==> src/sv/key_press_duration_classifier_top_defines.svh <==
// Assertion macros shared by the key press classifier RTL.
`ifndef KEY_PRESS_DURATION_CLASSIFIER_TOP_DEFINES_SVH
`define KEY_PRESS_DURATION_CLASSIFIER_TOP_DEFINES_SVH

`ifndef SYNTHESIS

// Same-cycle implication, disabled while reset is asserted.
`define KPD_ASSERT_IMP(name, clk, rst_n, pre, post) \
    name: assert property (@(posedge clk) disable iff (!rst_n) (pre) |-> (post)) \
        else $error("kpd assertion failed");

// Next-cycle implication, disabled while reset is asserted.
`define KPD_ASSERT_NXT(name, clk, rst_n, pre, post) \
    name: assert property (@(posedge clk) disable iff (!rst_n) (pre) |=> (post)) \
        else $error("kpd assertion failed");

`else

`define KPD_ASSERT_IMP(name, clk, rst_n, pre, post)
`define KPD_ASSERT_NXT(name, clk, rst_n, pre, post)

`endif

`endif

==> src/sv/kpd_pkg.sv <==
// Shared types, widths and codes for the key press duration classifier.
`default_nettype none

package kpd_pkg;

    // Default key count and per-scan event limit
    localparam int NUM_KEYS_DEF = 4;
    localparam int MAX_EVENTS   = 8;
    localparam int CNT_W        = 4;

    // Field widths
    localparam int TICK_W     = 10;
    localparam int MS_W       = 16;
    localparam int DUR_W      = 32;
    localparam int PROD_W     = DUR_W + TICK_W;
    localparam int KEY_IDX_W  = 2;
    localparam int EVT_W      = 2;
    localparam int CFG_IDX_W  = 3;
    localparam int CFG_DATA_W = 16;

    // Configuration register indexes
    localparam logic [CFG_IDX_W-1:0] REG_TICK_PERIOD = 3'd0;
    localparam logic [CFG_IDX_W-1:0] REG_DEBOUNCE    = 3'd1;
    localparam logic [CFG_IDX_W-1:0] REG_SHORT_MAX   = 3'd2;
    localparam logic [CFG_IDX_W-1:0] REG_LONG        = 3'd3;
    localparam logic [CFG_IDX_W-1:0] REG_SUPER_LONG  = 3'd4;
    localparam logic [CFG_IDX_W-1:0] REG_POWER_KEY   = 3'd5;

    // Configuration reset values
    localparam logic [TICK_W-1:0]    TICK_PERIOD_RST = 10'd10;
    localparam logic [MS_W-1:0]      DEBOUNCE_RST    = 16'd10;
    localparam logic [MS_W-1:0]      SHORT_MAX_RST   = 16'd500;
    localparam logic [MS_W-1:0]      LONG_RST        = 16'd800;
    localparam logic [MS_W-1:0]      SUPER_LONG_RST  = 16'd2000;
    localparam logic [KEY_IDX_W-1:0] POWER_KEY_RST   = 2'd0;

    // Event type codes
    localparam logic [EVT_W-1:0] EVT_SHORT = 2'd0;
    localparam logic [EVT_W-1:0] EVT_LONG  = 2'd1;
    localparam logic [EVT_W-1:0] EVT_SUPER = 2'd2;

    // Input item kinds
    localparam logic KIND_LEVEL = 1'b0;
    localparam logic KIND_SCAN  = 1'b1;

    typedef struct packed {
        logic                  kind;
        logic [KEY_IDX_W-1:0]  key_index;
        logic                  pin_level;
        logic [DUR_W-1:0]      now_ticks;
    } kpd_in_t;

    typedef struct packed {
        logic [KEY_IDX_W-1:0]  event_key;
        logic [EVT_W-1:0]      event_type;
        logic                  last;
    } kpd_out_t;

    // Duration thresholds handed to the compare unit
    typedef struct packed {
        logic [MS_W-1:0] bounce_ms;
        logic [MS_W-1:0] short_max_ms;
        logic [MS_W-1:0] long_ms;
        logic [MS_W-1:0] xlong_ms;
    } kpd_thr_t;

    // Threshold compare results for the current duration
    typedef struct packed {
        logic ge_debounce;
        logic lt_short_max;
        logic ge_long;
        logic ge_super;
    } kpd_cmp_t;

    // Sequencer request to the output stage
    typedef struct packed {
        logic                  push;
        logic                  flush;
        logic [KEY_IDX_W-1:0]  ev_key;
        logic [EVT_W-1:0]      ev_type;
    } kpd_oreq_t;

    // Output stage status back to the sequencer
    typedef struct packed {
        logic push_ready;
        logic flush_done;
        logic pend_valid;
    } kpd_ost_t;

endpackage

`default_nettype wire

==> src/sv/kpd_dur_unit.sv <==
// Shared duration unit: tick difference, scale by tick period, threshold compares.
`default_nettype none

module kpd_dur_unit (
    input  wire logic                         aclk,
    input  wire logic                         diff_en,
    input  wire logic                         mul_en,
    input  wire logic [kpd_pkg::DUR_W-1:0]    now_ticks,
    input  wire logic [kpd_pkg::DUR_W-1:0]    start_ticks,
    input  wire logic [kpd_pkg::TICK_W-1:0]   tick_period,
    input  wire kpd_pkg::kpd_thr_t            thr,
    output      kpd_pkg::kpd_cmp_t            cmp
);
    import kpd_pkg::*;

    logic [DUR_W-1:0]  diff_reg;
    logic [DUR_W-1:0]  diff_next;
    logic [DUR_W-1:0]  dur_reg;
    logic [DUR_W-1:0]  dur_next;
    logic [PROD_W-1:0] prod;

    // Step one: elapsed ticks, wraps modulo 2^32
    assign diff_next = now_ticks - start_ticks;

    // Step two: ticks to milliseconds, low 32 bits kept
    assign prod     = PROD_W'(diff_reg) * PROD_W'(tick_period);
    assign dur_next = prod[DUR_W-1:0];

    always_ff @(posedge aclk) begin
        if (diff_en) begin
            diff_reg <= diff_next;
        end
        if (mul_en) begin
            dur_reg <= dur_next;
        end
    end

    // Threshold compares on the registered duration
    assign cmp.ge_debounce  = (dur_reg >= DUR_W'(thr.bounce_ms));
    assign cmp.lt_short_max = (dur_reg <  DUR_W'(thr.short_max_ms));
    assign cmp.ge_long      = (dur_reg >= DUR_W'(thr.long_ms));
    assign cmp.ge_super     = (dur_reg >= DUR_W'(thr.xlong_ms));

endmodule

`default_nettype wire

==> src/sv/kpd_out_stage.sv <==
// Event output stage: one held-back event for the last flag plus the output register.
`default_nettype none

module kpd_out_stage (
    input  wire logic                aclk,
    input  wire logic                aresetn,
    input  wire kpd_pkg::kpd_oreq_t  req,
    output      kpd_pkg::kpd_ost_t   st,
    output      logic                m_valid,
    input  wire logic                m_ready,
    output      kpd_pkg::kpd_out_t   m_data
);
    import kpd_pkg::*;

    logic                 pend_valid_reg, pend_valid_next;
    logic [KEY_IDX_W-1:0] pend_key_reg, pend_key_next;
    logic [EVT_W-1:0]     pend_type_reg, pend_type_next;
    logic [CNT_W-1:0]     cnt_reg, cnt_next;
    logic                 m_valid_reg, m_valid_next;
    kpd_out_t             m_data_reg, m_data_next;
    logic                 out_free;
    logic                 push_ready;
    logic                 flush_done;

    assign out_free = !m_valid_reg || m_ready;

    // The newest event is held back until the next one or the end of scan
    // tells whether it is the last one.
    always_comb begin
        pend_valid_next = pend_valid_reg;
        pend_key_next   = pend_key_reg;
        pend_type_next  = pend_type_reg;
        cnt_next        = cnt_reg;
        m_valid_next    = m_valid_reg;
        m_data_next     = m_data_reg;
        push_ready      = 1'b0;
        flush_done      = 1'b0;

        if (m_valid_reg && m_ready) begin
            m_valid_next = 1'b0;
        end

        if (req.push) begin
            if (cnt_reg == CNT_W'(MAX_EVENTS)) begin
                // over the per-scan limit: drop
                push_ready = 1'b1;
            end else if (!pend_valid_reg) begin
                pend_valid_next = 1'b1;
                pend_key_next   = req.ev_key;
                pend_type_next  = req.ev_type;
                cnt_next        = cnt_reg + 1'b1;
                push_ready      = 1'b1;
            end else if (out_free) begin
                m_data_next.event_key  = pend_key_reg;
                m_data_next.event_type = pend_type_reg;
                m_data_next.last       = 1'b0;
                m_valid_next           = 1'b1;
                pend_key_next          = req.ev_key;
                pend_type_next         = req.ev_type;
                cnt_next               = cnt_reg + 1'b1;
                push_ready             = 1'b1;
            end
        end else if (req.flush) begin
            if (!pend_valid_reg) begin
                cnt_next   = '0;
                flush_done = 1'b1;
            end else if (out_free) begin
                m_data_next.event_key  = pend_key_reg;
                m_data_next.event_type = pend_type_reg;
                m_data_next.last       = 1'b1;
                m_valid_next           = 1'b1;
                pend_valid_next        = 1'b0;
                cnt_next               = '0;
                flush_done             = 1'b1;
            end
        end
    end

    // Control state
    always_ff @(posedge aclk) begin
        if (!aresetn) begin
            pend_valid_reg <= 1'b0;
            cnt_reg        <= '0;
            m_valid_reg    <= 1'b0;
        end else begin
            pend_valid_reg <= pend_valid_next;
            cnt_reg        <= cnt_next;
            m_valid_reg    <= m_valid_next;
        end
    end

    // Payload
    always_ff @(posedge aclk) begin
        pend_key_reg  <= pend_key_next;
        pend_type_reg <= pend_type_next;
        m_data_reg    <= m_data_next;
    end

    assign st.push_ready = push_ready;
    assign st.flush_done = flush_done;
    assign st.pend_valid = pend_valid_reg;
    assign m_valid       = m_valid_reg;
    assign m_data        = m_data_reg;

endmodule

`default_nettype wire

==> src/sv/key_press_duration_classifier_top.sv <==
// Key press duration classifier top: level changes, scan sequencer, key state.
// A level change is accepted back to back while idle.
// A scan runs the difference, multiply and compare steps of the shared duration
// unit for each key, then an emit step per event and a final flush; s_ready is
// low meanwhile and output stalls extend it.
// Synchronous active-low reset clears key state and restores register defaults.
`default_nettype none

`include "key_press_duration_classifier_top_defines.svh"

module key_press_duration_classifier_top #(
    parameter int NUM_KEYS = kpd_pkg::NUM_KEYS_DEF
) (
    input  wire logic                            aclk,
    input  wire logic                            aresetn,
    input  wire logic                            s_valid,
    output      logic                            s_ready,
    input  wire kpd_pkg::kpd_in_t                s_data,
    output      logic                            m_valid,
    input  wire logic                            m_ready,
    output      kpd_pkg::kpd_out_t               m_data,
    input  wire logic                            cfg_valid,
    output      logic                            cfg_ready,
    input  wire logic [kpd_pkg::CFG_IDX_W-1:0]   cfg_index,
    input  wire logic [kpd_pkg::CFG_DATA_W-1:0]  cfg_data
);
    import kpd_pkg::*;

    localparam int KEY_W = (NUM_KEYS > 1) ? $clog2(NUM_KEYS) : 1;
    localparam int CMP_W = (KEY_W > KEY_IDX_W) ? KEY_W : KEY_IDX_W;

    typedef enum logic [5:0] {
        ST_IDLE  = 6'b000001,
        ST_DIFF  = 6'b000010,
        ST_MUL   = 6'b000100,
        ST_EVAL  = 6'b001000,
        ST_EMIT  = 6'b010000,
        ST_FLUSH = 6'b100000
    } kpd_state_t;

    // Configuration registers
    logic [TICK_W-1:0]    tick_period_reg;
    logic [MS_W-1:0]      debounce_reg;
    logic [MS_W-1:0]      short_max_reg;
    logic [MS_W-1:0]      long_reg;
    logic [MS_W-1:0]      super_long_reg;
    logic [KEY_IDX_W-1:0] power_key_reg;

    // Per-key state
    logic [DUR_W-1:0] press_start_reg [NUM_KEYS];
    logic             is_pressed_reg  [NUM_KEYS];
    logic             long_fired_reg  [NUM_KEYS];

    // Sequencer
    kpd_state_t       state_reg, state_next;
    logic [KEY_W-1:0] key_cnt_reg, key_cnt_next;
    logic [DUR_W-1:0] now_reg;
    logic             q_long_reg, q_long_next;
    logic             q_super_reg, q_super_next;
    logic             q_short_reg, q_short_next;

    logic             s_fire;
    logic             lvl_fire;
    logic [KEY_W-1:0] lvl_idx;
    logic             key_last;
    logic             cur_pressed;
    logic             cur_fired;
    logic             cur_start_nz;
    logic             is_power;
    logic             ev_long, ev_super, ev_short;
    kpd_thr_t         thr;
    kpd_cmp_t         cmp;
    kpd_oreq_t        oreq;
    kpd_ost_t         ost;

    assign s_ready   = (state_reg == ST_IDLE);
    assign cfg_ready = 1'b1;
    assign s_fire    = s_valid && s_ready;
    assign lvl_fire  = s_fire && (s_data.kind == KIND_LEVEL)
                       && (32'(s_data.key_index) < 32'(NUM_KEYS));
    assign lvl_idx   = KEY_W'(s_data.key_index);
    assign key_last  = (key_cnt_reg == KEY_W'(NUM_KEYS - 1));

    // Configuration writes; unknown indexes are ignored
    always_ff @(posedge aclk) begin
        if (!aresetn) begin
            tick_period_reg <= TICK_PERIOD_RST;
            debounce_reg    <= DEBOUNCE_RST;
            short_max_reg   <= SHORT_MAX_RST;
            long_reg        <= LONG_RST;
            super_long_reg  <= SUPER_LONG_RST;
            power_key_reg   <= POWER_KEY_RST;
        end else if (cfg_valid && cfg_ready) begin
            case (cfg_index)
                REG_TICK_PERIOD: tick_period_reg <= cfg_data[TICK_W-1:0];
                REG_DEBOUNCE:    debounce_reg    <= cfg_data[MS_W-1:0];
                REG_SHORT_MAX:   short_max_reg   <= cfg_data[MS_W-1:0];
                REG_LONG:        long_reg        <= cfg_data[MS_W-1:0];
                REG_SUPER_LONG:  super_long_reg  <= cfg_data[MS_W-1:0];
                REG_POWER_KEY:   power_key_reg   <= cfg_data[KEY_IDX_W-1:0];
                default: ;
            endcase
        end
    end

    assign thr.bounce_ms    = debounce_reg;
    assign thr.short_max_ms = short_max_reg;
    assign thr.long_ms      = long_reg;
    assign thr.xlong_ms     = super_long_reg;

    // Shared duration unit
    kpd_dur_unit u_dur (
        .aclk        (aclk),
        .diff_en     (state_reg == ST_DIFF),
        .mul_en      (state_reg == ST_MUL),
        .now_ticks   (now_reg),
        .start_ticks (press_start_reg[key_cnt_reg]),
        .tick_period (tick_period_reg),
        .thr         (thr),
        .cmp         (cmp)
    );

    // Classification of the key under scan
    assign cur_pressed  = is_pressed_reg[key_cnt_reg];
    assign cur_fired    = long_fired_reg[key_cnt_reg];
    assign cur_start_nz = (press_start_reg[key_cnt_reg] != '0);
    assign is_power     = (CMP_W'(key_cnt_reg) == CMP_W'(power_key_reg));
    assign ev_long      = cur_pressed && !cur_fired && cmp.ge_long;
    assign ev_super     = cur_pressed && is_power && cmp.ge_super;
    assign ev_short     = !cur_pressed && cur_start_nz && cmp.ge_debounce
                          && cmp.lt_short_max;

    // Requests to the output stage; long goes out before super-long
    always_comb begin
        oreq.push  = (state_reg == ST_EMIT);
        oreq.flush = (state_reg == ST_FLUSH);
        oreq.ev_key = KEY_IDX_W'(key_cnt_reg);
        if (q_long_reg) begin
            oreq.ev_type = EVT_LONG;
        end else if (q_super_reg) begin
            oreq.ev_type = EVT_SUPER;
        end else begin
            oreq.ev_type = EVT_SHORT;
        end
    end

    kpd_out_stage u_out (
        .aclk    (aclk),
        .aresetn (aresetn),
        .req     (oreq),
        .st      (ost),
        .m_valid (m_valid),
        .m_ready (m_ready),
        .m_data  (m_data)
    );

    // Scan sequencer
    always_comb begin
        state_next   = state_reg;
        key_cnt_next = key_cnt_reg;
        q_long_next  = q_long_reg;
        q_super_next = q_super_reg;
        q_short_next = q_short_reg;

        case (state_reg)
            ST_IDLE: begin
                if (s_fire && (s_data.kind == KIND_SCAN)) begin
                    key_cnt_next = '0;
                    state_next   = ST_DIFF;
                end
            end
            ST_DIFF: begin
                state_next = ST_MUL;
            end
            ST_MUL: begin
                state_next = ST_EVAL;
            end
            ST_EVAL: begin
                q_long_next  = ev_long;
                q_super_next = ev_super;
                q_short_next = ev_short;
                if (ev_long || ev_super || ev_short) begin
                    state_next = ST_EMIT;
                end else if (key_last) begin
                    state_next = ST_FLUSH;
                end else begin
                    key_cnt_next = key_cnt_reg + 1'b1;
                    state_next   = ST_DIFF;
                end
            end
            ST_EMIT: begin
                if (ost.push_ready) begin
                    if (q_long_reg) begin
                        q_long_next = 1'b0;
                    end else if (q_super_reg) begin
                        q_super_next = 1'b0;
                    end else begin
                        q_short_next = 1'b0;
                    end
                    // long with a super-long still to go stays here
                    if (!(q_long_reg && q_super_reg)) begin
                        if (key_last) begin
                            state_next = ST_FLUSH;
                        end else begin
                            key_cnt_next = key_cnt_reg + 1'b1;
                            state_next   = ST_DIFF;
                        end
                    end
                end
            end
            ST_FLUSH: begin
                if (ost.flush_done) begin
                    state_next = ST_IDLE;
                end
            end
            default: begin
                state_next = ST_IDLE;
            end
        endcase
    end

    always_ff @(posedge aclk) begin
        if (!aresetn) begin
            state_reg   <= ST_IDLE;
            key_cnt_reg <= '0;
            q_long_reg  <= 1'b0;
            q_super_reg <= 1'b0;
            q_short_reg <= 1'b0;
        end else begin
            state_reg   <= state_next;
            key_cnt_reg <= key_cnt_next;
            q_long_reg  <= q_long_next;
            q_super_reg <= q_super_next;
            q_short_reg <= q_short_next;
        end
    end

    // Scan timestamp
    always_ff @(posedge aclk) begin
        if (s_fire && (s_data.kind == KIND_SCAN)) begin
            now_reg <= s_data.now_ticks;
        end
    end

    // Key state: level changes while idle, classification updates in scan
    always_ff @(posedge aclk) begin
        if (!aresetn) begin
            for (int k = 0; k < NUM_KEYS; k++) begin
                press_start_reg[k] <= '0;
                is_pressed_reg[k]  <= 1'b0;
                long_fired_reg[k]  <= 1'b0;
            end
        end else if (lvl_fire) begin
            is_pressed_reg[lvl_idx] <= !s_data.pin_level;
            if (!s_data.pin_level) begin
                press_start_reg[lvl_idx] <= s_data.now_ticks;
                long_fired_reg[lvl_idx]  <= 1'b0;
            end
        end else if (state_reg == ST_EVAL) begin
            if (ev_long) begin
                long_fired_reg[key_cnt_reg] <= 1'b1;
            end
            if (ev_super) begin
                is_pressed_reg[key_cnt_reg] <= 1'b0;
            end
            if (!cur_pressed && cur_start_nz) begin
                press_start_reg[key_cnt_reg] <= '0;
            end
        end
    end

    // Checks
    `KPD_ASSERT_IMP(a_idle_no_pending, aclk, aresetn, state_reg == ST_IDLE, !ost.pend_valid)
    `KPD_ASSERT_IMP(a_short_exclusive, aclk, aresetn, state_reg == ST_EVAL, !(ev_short && (ev_long || ev_super)))
    `KPD_ASSERT_NXT(a_mvalid_source, aclk, aresetn, !m_valid && (state_reg != ST_EMIT) && (state_reg != ST_FLUSH), !m_valid)

endmodule

`default_nettype wire

==> config.mk <==
export PLATFORM = sky130hd
export DESIGN_NAME = key_press_duration_classifier_top
export DESIGN_NICKNAME = d
export VERILOG_FILES = /design/src/sv/kpd_pkg.sv /design/src/sv/kpd_dur_unit.sv /design/src/sv/kpd_out_stage.sv /design/src/sv/key_press_duration_classifier_top.sv
export VERILOG_INCLUDE_DIRS = /design/src /design/src/sv
export SDC_FILE = /design/constraint.sdc
export NUM_CORES = 1
export LEC_CHECK = 0
export BUFFER_PORTS_ARGS = -buffer_cell sky130_fd_sc_hd__buf_4
export CORE_ASPECT_RATIO = 1.2
export CORE_MARGIN = 3
export CORE_UTILIZATION = 40
export DETAILED_ROUTE_END_ITERATION = 16
export REMOVE_ABC_BUFFERS = 1
export SYNTH_ARGS = -nofsm -noshare
export SYNTH_HDL_FRONTEND = slang
export SYNTH_HIERARCHICAL = 1
export SYNTH_SLANG_ARGS = --single-unit
==> constraint.sdc <==
create_clock -name aclk -period 8.1 [get_ports aclk]
set_clock_uncertainty 0.05 [all_clocks]
set_input_delay 1.215 -clock aclk [delete_from_list [all_inputs] [get_ports aclk]]
set_output_delay 1.215 -clock aclk [all_outputs]
set_load 0.02 [all_outputs]
Word-level counts from Yosys, hierarchy flattened
Memory sizes are Yosys's and may differ from the RTL's. A register that Yosys moved wholly into a read port is not among the register bits.
Index checks and enable logic that the tools add are counted.
{ "totals": {"output_inout_bits": 8, "in_bits": 60, "latchBits": 0, "mem_bits_ro": 0, "ramBits": 136, "elab_cells": 202, "register_bits": 197, "memories": 3} }
{ "memory_table": {"columns": ["name", "depth", "word_bits", "read_ports", "rd_ports_with_merged_regs", "wr", "line_no", "text"], "rows": [
  ["press_start_reg", 4, 32, 1, 1, 4, "key_press_duration_classifier_top.sv:50", "logic [DUR_W-1:0] press_start_reg [NUM_KEYS];"],
  ["is_pressed_reg", 4, 1, 1, 1, 4, "key_press_duration_classifier_top.sv:51", "logic is_pressed_reg [NUM_KEYS];"],
  ["long_fired_reg", 4, 1, 1, 1, 4, "key_press_duration_classifier_top.sv:52", "logic long_fired_reg [NUM_KEYS];"]
]} }
{ "op_classes": {"add_sub_neg": 3, "mul": 1, "n_reduce_logical": 44, "shift": 0, "bitwise_logic": 2, "n_div": 0, "n_eq_ne": 22, "mux": 102, "n_lt_le_gt_ge": 4} }
{ "op_table": {"columns": ["op", "count"], "rows": [
  ["$ge 32x16->1", 3],
  ["$mux 32", 2],
  ["$reduce_or 32->1", 2],
  ["$mux 1", 53],
  ["$mux 2", 23],
  ["$mux 6", 6],
  ["$pmux 6 s6", 1],
  ["$mux 5", 7],
  ["$lt 32x16->1", 1],
  ["$mul 32x10->32", 1],
  ["$reduce_bool 32->1", 1],
  ["$sub 32x32->32", 1],
  ["$mux 4", 7],
  ["$reduce_and 2->1", 8],
  ["$logic_and 1x1->1", 12],
  ["$ne 2x2->1 const B", 5],
  ["$reduce_and 3->1", 3],
  ["$reduce_and 4->1", 2],
  ["$eq 3x2->1 const B", 2],
  ["$eq 3x3->1 const B", 2],
  ["$eq 6x1->1 const B", 1],
  ["$eq 6x2->1 const B", 1],
  ["$eq 6x3->1 const B", 1],
  ["$eq 6x4->1 const B", 1],
  ["other kinds (19)", 32]
]} }

Logic depth before layout (Yosys ltp)
Gate-level depths: netlist (run 1).
{ "logic_depth": {"depth_word": 10, "ltp_mapped": 23, "mapped_depth_nobuf": 21} }

Cells and area by module
The synthesis (run 1) kept the hierarchy.
{ "by_module_without_submodules": {"columns": ["module", "n_inst", "area_per_inst_um2", "seq_area_each_um2", "cells_each"], "rows": [
  ["kpd_dur_unit", 1, 13007.5, 1921.8, 1436],
  ["key_press_duration_classifier_top", 1, 10456.3, 6746.5, 848],
  ["kpd_out_stage", 1, 674.4, 390.4, 61]
]} }

Worst setup path after synthesis (run 1)
Ideal clock, no wire load.
{ "synth_path": {"path_type": "flip-flop to flip-flop", "start": "reg tick_period_reg[3]", "end": "reg u_dur.dur_reg[31] (data pin)", "arrival_time_ns": 5.716, "synth_period_minus_slack_ns": 6.025, "setup_time_ns": 0.260, "path_stages_with_launch": 24, "required_ns": 7.790, "n_path_buf": 2, "setup_slack_ns": 2.075, "path_cell_list": "dfxtp_1 -> clkbuf_1 -> buf_1 -> nand2_1 -> fa_1 -> inv_1 -> fa_1 -> inv_1 -> fa_1 -> inv_1 -> fa_1 -> inv_1 -> fa_1 -> inv_1 -> ha_1 -> a2111oi_0 -> o21ai_1 -> a21oi_2 -> or4_1 -> nand3_1 -> a2111oi_2 -> o31ai_1 -> a21oi_1 -> xnor2_1"} }
{ "synth_between": {"elab_chain_len": 1} }
{ "synth_lines": {"columns": ["item", "line_no", "text"], "rows": [
  ["start, declared", "key_press_duration_classifier_top.sv:42", "logic [TICK_W-1:0] tick_period_reg;"],
  ["start signal, assigned", "key_press_duration_classifier_top.sv:95", "REG_TICK_PERIOD: tick_period_reg <= cfg_data[TICK_W-1:0];"],
  ["$mul 32x10->32", "kpd_dur_unit.sv:26", "assign prod = PROD_W'(diff_reg) * PROD_W'(tick_period);"],
  ["net u_dur.prod[31]", "kpd_dur_unit.sv:20", "logic [PROD_W-1:0] prod;"],
  ["end signal, assigned", "kpd_dur_unit.sv:34", "dur_reg <= dur_next;"],
  ["end, declared", "kpd_dur_unit.sv:18", "logic [DUR_W-1:0] dur_reg;"]
]} }
The timed path passes the listed nets, and every way through them passes these cells.
A chain may end at the register's enable or synchronous reset.

Worst setup path after layout (run 1)
{ "layout_path": {"start": "reg tick_period_reg[5]", "end": "reg u_dur.dur_reg[31] (data pin)"} }
Same word-level chain as after synthesis.

==> run_results.csv, run 1 <==
group,metric,value,unit
yosys,syn_avg_cell_area,10.3,sq um
setup_path,worst_ep_required_time,8.32,ns
place,hpwl,41.0,mm
finish,ff_latch_area,9060,sq um
finish,n_antenna_cell,0,
place,io_buffers,66,
timing,timing.final.ws_setup,1.68,ns
clock_network,numCtsBuffers,39,
setup_path,reg2reg_depth,20,
yosys,syn_area,24100,sq um
global_routing,track_usage,18.1,%
yosys,yosysWarningCount,6,
floorplan,die_area,63300,sq um
outcome,status,"finished, final reports clean",
timing,rsz0062_at_grt,"no",
setup_path,crit_cells,20,
timing,hold_violations,0,
power_and_ir_drop,p_leak,0.0113,uW
setup_path,r2r-start,"tick_period_reg[5]$_SDFFE_PN0P_",
job,maxCapViolCount,0,
finish,fillers,5709,
floorplan,fp.dieW,230,um
global_routing,grt_pass1_wl,92.5,mm
setup_path,crit_buf_inv,4,
floorplan,initial_core_util,40.5,%
floorplan,io-pin-count,68,
route,viasPerCell,5.17,
place,post-place-ws,1.68,ns
timing,fin_tns_setup,0,ns
route,wl_per_cell,17.7,um
timing,period_minus_slack,6.42,ns
global_routing,antenna_found_initial,0,
timing,max_freq,156,MHz
setup_path,crit_type,"flip-flop to flip-flop",
finish,area_growth,10.4,%
clock_network,clk_pin_slew,0.06,ns
global_routing,grt-ovfl-total,0,
finish,largest_reg_flops,128,
clock_network,root_buffer,"clkbuf_16",
clock_network,post_cts_buffers,0,
setup_path,critPathCaptureType,"flip-flop",
place,place_congestion,0.859,
timing,setup_viol,0,
finish,multi_input_area,13500,sq um
finish,drive_gt1_share,8.34,%
route,vias,16500,
setup_path,startpoint_type,"flip-flop",
setup_path,r2r_slack,1.68,ns
clock_network,worst_skew_pair.late_latency,0.56,ns
power_and_ir_drop,ir_worst_vdd,0.146,mV
floorplan,coreArea,59600,sq um
route,firstDrtPassIters,5,
clock_network,clockBufferDepth,3,
global_routing,grt_pass1_vias,17500,
setup_path,slowest_delay,0.95,ns
route,drc,0,
clock_network,hold_buffers,0,
setup_path,crit_chain,"and2_1, fa_1, ha_1, inv_1, fa_1, inv_1, fa_1, inv_1, fa_1, inv_1, ha_1, a2111oi_0, o21ai_1, a21oi_2, or4_1, nand3_1, a2111oi_2, o31ai_1, a21oi_1, xnor2_1",
floorplan,fp-row-count,98,
setup_path,r2r-end,"u_dur/dur_reg[31]$_DFFE_PP_",
timing,relSlewSlack,21.5,%
route,initialDrtViolationCount,894,
setup_path,crit_path_top_delay_cell,"dfxtp_1",
timing,min_period_over_period,79.3,%
power_and_ir_drop,p_per_area,180,nW/um^2
route,antenna_left,0,
setup_path,crit_fanout,28,
clock_network,cts_resized,0,
hold_path,hp-class,"flip-flop to flip-flop",
clock_network,cts_tree,"built",
timing,worst_pin_slew,1.18,ns
yosys,syn_inst,2344,
timing,slew_viol_final,0,
finish,fin_nets,2769,
clock_network,ctsHtreeMaxLevel,2,
floorplan,die_h,275,um
timing,timing.hold.ws,0.349,ns
setup_path,startpoint,"tick_period_reg[5]$_SDFFE_PN0P_",
setup_path,crit_arrival,6.64,ns
route,drt_wl_total,56.6,mm
global_routing,grt_start_max_net_pins,64,
clock_network,clock-sinks,335,
setup_path,path_delay_family,"adder cells",
setup_path,endpoint,"u_dur/dur_reg[31]$_DFFE_PP_",
==> layer usage <==
| layer | part of all wire [%] | vias up | track usage, % |
|---|---|---|---|
| li1 | - | 7815 | - |
| met1 | 42 | 8298 | 22.7 |
| met2 | 51 | 352 | 33.1 |
| met3 | 3.9 | 83 | 2.07 |
| met4 | 2.4 | 0 | 5.07 |
| met5 | 0 | - | 0 |
==> per-stage QoR <==
stage,std cells,area (sq um),power (uW),utilization [%]
floorplan,2245,23700,2770,-
finish,3198,26600,4790,44.7
detailed placement,3127,25300,3060,42.5
CTS,3198,26600,4840,44.7
global route,3198,26600,5060,44.7
global placement,3127,25300,3030,42.5
==> power by group <==
part / switching [uW] / leakage, uW / internal [uW]
Sequential: 53.5 / 0.00312 / 1950
Clock: 717 / 0.000626 / 1050
Combinational: 610 / 0.00754 / 418
Total: 1380 / 0.0113 / 3410
==> how the worst min path moves through the flow <==
stage	start	end	slack, ns	cells past startpoint
after floorplan	u_out/pend_type_reg[0]$_DFFE_PP_	u_out/m_data[1]$_DFFE_PP_	0.35	0
after global placement	u_out/pend_key_reg[1]$_DFFE_PP_	u_out/m_data[4]$_DFFE_PP_	0.38	0
after detailed placement	u_out/pend_key_reg[0]$_DFFE_PP_	u_out/m_data[3]$_DFFE_PP_	0.35	0
after CTS	u_out/pend_key_reg[0]$_DFFE_PP_	u_out/m_data[3]$_DFFE_PP_	0.35	0
after global routing	u_out/pend_key_reg[0]$_DFFE_PP_	u_out/m_data[3]$_DFFE_PP_	0.36	0
final	u_out/pend_key_reg[0]$_DFFE_PP_	u_out/m_data[3]$_DFFE_PP_	0.35	0
==> area by class of cell <==
cell class / count / area share, %
Multi-Input combinational cell: 1599 / 50.6
Clock buffer: 51 / 4.07
Tap cell: 800 / 3.76
Clock inverter: 20 / 0.812
Inverter: 311 / 4.38
Sequential cell: 335 / 34.0
Timing Repair Buffer: 82 / 2.36
==> placed cells by master, fill, tap and decap left out, types with 16 or more instances in the layout <==
| cell | n |
|---|---|
| and2_1 | 244 |
| a21oi_1 | 125 |
| nand2_1 | 337 |
| xor2_1 | 20 |
| nor2_1 | 46 |
| a21o_1 | 34 |
| nand3_1 | 47 |
| fa_1 | 199 |
| o21ai_0 | 41 |
| clkbuf_16 | 41 |
| edfxtp_1 | 235 |
| nand2b_1 | 16 |
| inv_1 | 310 |
| nor2b_1 | 49 |
| buf_4 | 81 |
| mux4_2 | 34 |
| ha_1 | 142 |
| dfxtp_1 | 99 |
| xnor2_1 | 52 |
(Power assumes the default switching activity.)
==> run 2: changes to the inputs <==
clock period = 6.18 ns   (was 8.1 ns; I/O delays follow)
==> run_results.csv, run 2 (synthesis results as in run 1) <==
group,metric,value,unit
global_routing,met3_usage,2.21,%
finish,n_antenna_cell,0,
finish,area_growth,10.9,%
finish,fin_nets,2795,
clock_network,clock-sinks,335,
global_routing,grt_pass1_vias,17700,
route,antenna_left,0,
finish,fillers,5701,
setup_path,critPathCaptureType,"flip-flop",
setup_path,worst_ep_required_time,6.43,ns
global_routing,grt_start_max_net_pins,65,
setup_path,crit_fanout,5,
outcome,status,"finished, final reports clean",
global_routing,grt_pass1_wl,91.7,mm
route,drc,0,
floorplan,fp.dieW,230,um
route,firstDrtPassIters,5,
global_routing,met1_usage,22.2,%
timing,relSlewSlack,27.0,%
timing,max_freq,169,MHz
place,place_congestion,0.857,
setup_path,crit_type,"flip-flop to flip-flop",
finish,fin_cells,3221,
finish,final_common_cell,"nand2_1",
hold_path,min_from,"u_out/pend_key_reg[0]$_DFFE_PP_",
setup_path,reg2reg_depth,21,
finish,post-route-util,44.9,%
timing,hold_violations,0,
place,dp_cells,3149,
clock_network,hold_buffers,0,
finish,multi_input_area,13500,sq um
timing,slew_viol_final,0,
finish,drive_gt1_share,9.42,%
route,initialDrtViolationCount,931,
global_routing,grt-ovfl-total,0,
clock_network,ctsHtreeMaxLevel,2,
route,vias,16600,
route,wl_per_cell,17.4,um
clock_network,numCtsBuffers,38,
floorplan,fp-row-count,98,
setup_path,crit_path_frequent_cell,"fa_1",
timing,period_minus_slack,5.91,ns
hold_path,worstHoldEndpoint,"u_out/m_data[3]$_DFFE_PP_",
clock_network,root_buffer,"clkbuf_16",
place,io_buffers,66,
clock_network,worst_skew_pair.late_latency,0.56,ns
route,drt_wl_total,56.2,mm
timing,setup_viol,0,
floorplan,initial_core_util,40.5,%
power_and_ir_drop,ir_worst_vdd,0.173,mV
timing,timing.final.ws_setup,0.271,ns
setup_path,slowest_delay,0.53,ns
timing,min_period_over_period,95.6,%
setup_path,r2r-end,"u_dur/dur_reg[30]$_DFFE_PP_",
setup_path,crit_path_top_delay_cell,"fa_1",
setup_path,crit_arrival,6.16,ns
timing,worst_pin_slew,1.09,ns
floorplan,io-pin-count,68,
global_routing,grtUsageMet2,32.8,%
setup_path,r2r_slack,0.27,ns
power_and_ir_drop,p_per_area,227,nW/um^2
place,place_area,25500,sq um
floorplan,die_area,63300,sq um
floorplan,coreArea,59600,sq um
finish,largest_reg_flops,128,
job,maxCapViolCount,0,
route,viasPerCell,5.14,
clock_network,clk_pin_slew,0.06,ns
hold_path,worstHoldPathCells,0,
finish,fin_area,26800,sq um
floorplan,die_h,275,um
setup_path,startpoint_type,"flip-flop",
clock_network,clockBufferDepth,3,
place,post-place-ws,0.227,ns
setup_path,crit_chain,"buf_4, buf_4, and2_1, fa_1, fa_1, ha_1, fa_1, inv_1, fa_1, inv_1, ha_1, o21ai_0, nand2b_1, a31oi_1, o211ai_1, a221oi_1, buf_4, a21oi_1, a21o_1, a21oi_1, xnor2_1",
global_routing,track_usage,17.9,%
finish,ff_latch_area,9060,sq um
finish,mostFrequentLayoutCells,"nand2_1 (337), inv_1 (310), and2_1 (244)",
hold_path,hp-class,"flip-flop to flip-flop",
setup_path,r2r-start,"u_dur/diff_reg[2]$_DFFE_PP_",
clock_network,cts_tree,"built",
place,hpwl,41.2,mm
global_routing,antenna_found_initial,1,
power_and_ir_drop,p_leak,0.0114,uW
global_routing,grt_busiest_layer,"met2",
## run 2: cell types whose count changed in the layout (fill, tap and decap cells not counted), sizes merged
cell / change
inv: +1
clkbuf: -1
bufinv: -3
clkinv: -1
buf: +27
## run 2: critical path: cells and delay by family (launching register included)
family          cells  cell delay, ns
compound gates      7            1.63
fa+ha+maj           6            2.64
simple gates        2            0.24
flops               1            0.44
buf+inv             5            0.58
xor+xnor            1            0.07
## run 2: stage by stage
step	total power (uW)	hold WS (ns)	setup TNS, ns
5_1_grt	6430	0.405	-0.0103
2_1_floorplan	3630	0.350	0
3_5_place_dp	4020	0.378	0
6_report	6070	0.382	0
4_1_cts	6140	0.391	0
3_3_place_gp	3990	0.376	0
## run 2: repair_timing
| action | CTS | global route |
|---|---|---|
| resized for setup | 0 | 7 |
| endpoints found under the hold margin | 0 | 0 |
| endpoints found under the setup margin | 0 | 5 |
| setup buffers | 0 | 5 |
## run 2: where the power goes
group,internal (uW),switching [uW],leakage (uW)
Sequential,2550,59.8,0.00312
Clock,1190,908,0.000561
Combinational,560,806,0.00770
Total,4300,1770,0.0114
## run 2: final cells by class
cell class                 instances  share of cell area [%]
multi-input combinational       1599                    50.5
sequential                       335                    33.9
inverter                         311                    4.36
clock buffer                      50                    3.87
tap                              800                    3.74
timing repair buffer             109                    3.24
clock inverter                    17                   0.463
## run 2: worst max-delay path by stage
stage	from	end	slack (ns)	depth (start not counted)
floorplan	tick_period_reg[3]$_SDFFE_PN1P_	u_dur/dur_reg[31]$_DFFE_PP_	0.23	21
global placement	u_dur/diff_reg[3]$_DFFE_PP_	u_dur/dur_reg[31]$_DFFE_PP_	0.27	20
detailed placement	u_dur/diff_reg[3]$_DFFE_PP_	u_dur/dur_reg[21]$_DFFE_PP_	0.23	21
CTS	u_dur/diff_reg[3]$_DFFE_PP_	u_dur/dur_reg[21]$_DFFE_PP_	0.22	21
global route	tick_period_reg[3]$_SDFFE_PN1P_	u_dur/dur_reg[30]$_DFFE_PP_	-0.01	22
finish	u_dur/diff_reg[2]$_DFFE_PP_	u_dur/dur_reg[30]$_DFFE_PP_	0.27	21
## run 2: routing by layer
layer,vias up,routed length (um)
met3,98,2120
met5,-,0
li1,7869,-
met2,353,28500
met1,8240,24100
met4,0,1470
==> run 3: changes to the inputs <==
BUFFER_PORTS_ARGS = default   (was -buffer_cell sky130_fd_sc_hd__buf_4)
DONT_BUFFER_PORTS = 1   (was default)
==> run_results.csv, run 3 (synthesis results as in run 1) <==
group,metric,value,unit
hold_path,min_from,"u_out/pend_key_reg[0]$_DFFE_PP_",
place,io_buffers,0,
clock_network,clockBufferDepth,3,
setup_path,crit_type,"flip-flop to flip-flop",
finish,drive_gt1_share,7.07,%
clock_network,worst_skew_pair.late_latency,0.56,ns
route,drc,0,
global_routing,antenna_found_initial,2,
setup_path,slowest_delay,0.56,ns
place,post-place-ws,0.0226,ns
route,antenna_left,0,
clock_network,cts_tree,"built",
finish,largest_reg_flops,128,
clock_network,clk_pin_slew,0.06,ns
floorplan,io-pin-count,68,
place,hpwl,42.1,mm
global_routing,grt-ovfl-total,0,
global_routing,track_usage,18.4,%
setup_path,crit_fanout,31,
route,firstDrtPassIters,5,
route,initialDrtViolationCount,783,
setup_path,startpoint_type,"flip-flop",
timing,rsz0062_at_grt,"no",
hold_path,hp-class,"flip-flop to flip-flop",
finish,mostFrequentLayoutCells,"nand2_1 (337), inv_1 (310), and2_1 (244)",
finish,post-route-util,44.3,%
global_routing,grt_start_max_net_pins,66,
global_routing,grt_pass1_wl,93.4,mm
finish,fillers,5723,
route,wl_per_cell,18.0,um
power_and_ir_drop,ir_worst_vdd,0.221,mV
clock_network,numCtsBuffers,38,
timing,min_period_over_period,95.5,%
floorplan,fp.dieW,230,um
floorplan,initial_core_util,40.5,%
finish,area_growth,9.35,%
timing,timing.final.ws_setup,0.277,ns
timing,hold_violations,0,
timing,relSlewSlack,28.3,%
floorplan,die_area,63300,sq um
timing,slew_viol_final,0,
timing,max_freq,169,MHz
floorplan,fp-row-count,98,
route,vias,16400,
clock_network,ctsHtreeMaxLevel,2,
setup_path,crit_arrival,6.16,ns
setup_path,crit_path_frequent_cell,"fa_1",
setup_path,worst_ep_required_time,6.44,ns
setup_path,startpoint,"tick_period_reg[1]$_SDFFE_PN1P_",
timing,worst_pin_slew,1.07,ns
timing,setup_viol,0,
clock_network,hold_buffers,0,
timing,period_minus_slack,5.90,ns
power_and_ir_drop,p_per_area,234,nW/um^2
route,viasPerCell,5.19,
setup_path,r2r-start,"tick_period_reg[1]$_SDFFE_PN1P_",
clock_network,root_buffer,"clkbuf_16",
setup_path,critPathCaptureType,"flip-flop",
route,drt_wl_total,57.0,mm
clock_network,clock-sinks,335,
global_routing,grt_pass1_vias,17800,
setup_path,crit_chain,"buf_8, nand2_1, fa_1, inv_1, fa_1, fa_1, fa_1, inv_1, fa_1, inv_1, ha_1, a21oi_1, o21ai_0, a21oi_2, or4_1, nand3_1, a2111oi_4, o31ai_1, a21oi_1, xnor2_1",
finish,final_common_cell,"nand2_1",
job,maxCapViolCount,0,
setup_path,crit_path_top_delay_cell,"fa_1",
timing,fin_tns_setup,0,ns
floorplan,coreArea,59600,sq um
place,place_congestion,0.850,
finish,fin_nets,2733,
outcome,status,"finished, final reports clean",
power_and_ir_drop,p_leak,0.0111,uW
floorplan,die_h,275,um
-- run 3: cell count changes in the layout (fill, tap and decap cells not counted), moves of 2 or more --
cell        previous run  this run
buf_6                  0         4
clkbuf_16             38        41
diode_2                0         4
buf_12                 4         1
buf_4                105        41
clkinv_4               2         0
clkinvlp_4             3         1
clkbuf_1               8        12
clkinv_8               0         2
-- run 3: path summary, 6_finish.rpt --
kind / to / slack (ns) / depth (start not counted)
worst min register to register: u_out/m_data[3]$_DFFE_PP_ / 0.34 / 0
worst max register to register: u_dur/dur_reg[31]$_DFFE_PP_ / 0.28 / 20
worst min-delay path: u_out/m_data[3]$_DFFE_PP_ / 0.34 / 0
worst max-delay path: u_dur/dur_reg[31]$_DFFE_PP_ / 0.28 / 20
-- run 3: layout make-up --
cell class,instances,area [sq um],share of cell area [%]
Multi-Input combinational cell,1599,13500,51.2
Clock inverter,13,111,0.422
Antenna cell,4,10.0,0.0379
Tap cell,800,1000,3.79
Inverter,311,1170,4.42
Clock buffer,57,1130,4.27
Timing Repair Buffer,47,388,1.47
Sequential cell,335,9060,34.3
-- run 3: report_power, final --
group / switching [uW] / total [uW] / internal (uW)
registers: 59.2 / 2610 / 2550
clock network: 928 / 2240 / 1310
logic: 785 / 1320 / 534
-- run 3: what timing repair did --
item / 4_1_cts / 5_1_grt
endpoints found under the setup margin: 0 / 6
gates resized for setup: 0 / 14
setup buffers: 0 / 4
-- run 3: per-layer routing --
layer / vias to the layer above / global-route usage [%] / wire (um)
met3: 89 / 2.74 / 2450
met4: 0 / 5.45 / 1350
li1: 7761 / - / -
met1: 8230 / 21.9 / 23700
met2: 351 / 34.2 / 29500
met5: - / 0 / 0
-- run 3: worst max-delay path: cells and delay by family (launching register included) --
| kind | cells | cell delay, ns |
|---|---|---|
| fa+ha+maj | 6 | 2.98 |
| compound gates | 6 | 0.92 |
| simple gates | 3 | 0.83 |
| buf+inv | 4 | 0.40 |
| flops | 1 | 0.37 |
| xor+xnor | 1 | 0.13 |
-- run 3: stage by stage --
stage	area (sq um)	instances	hold WS [ns]	total power [uW]
floorplan	23700	2245	0.350	3630
global placement	25100	3088	0.362	3920
detailed placement	25100	3088	0.360	3960
CTS	26300	3158	0.345	6220
global route	26400	3166	0.354	6500
finish	26400	3166	0.343	6160
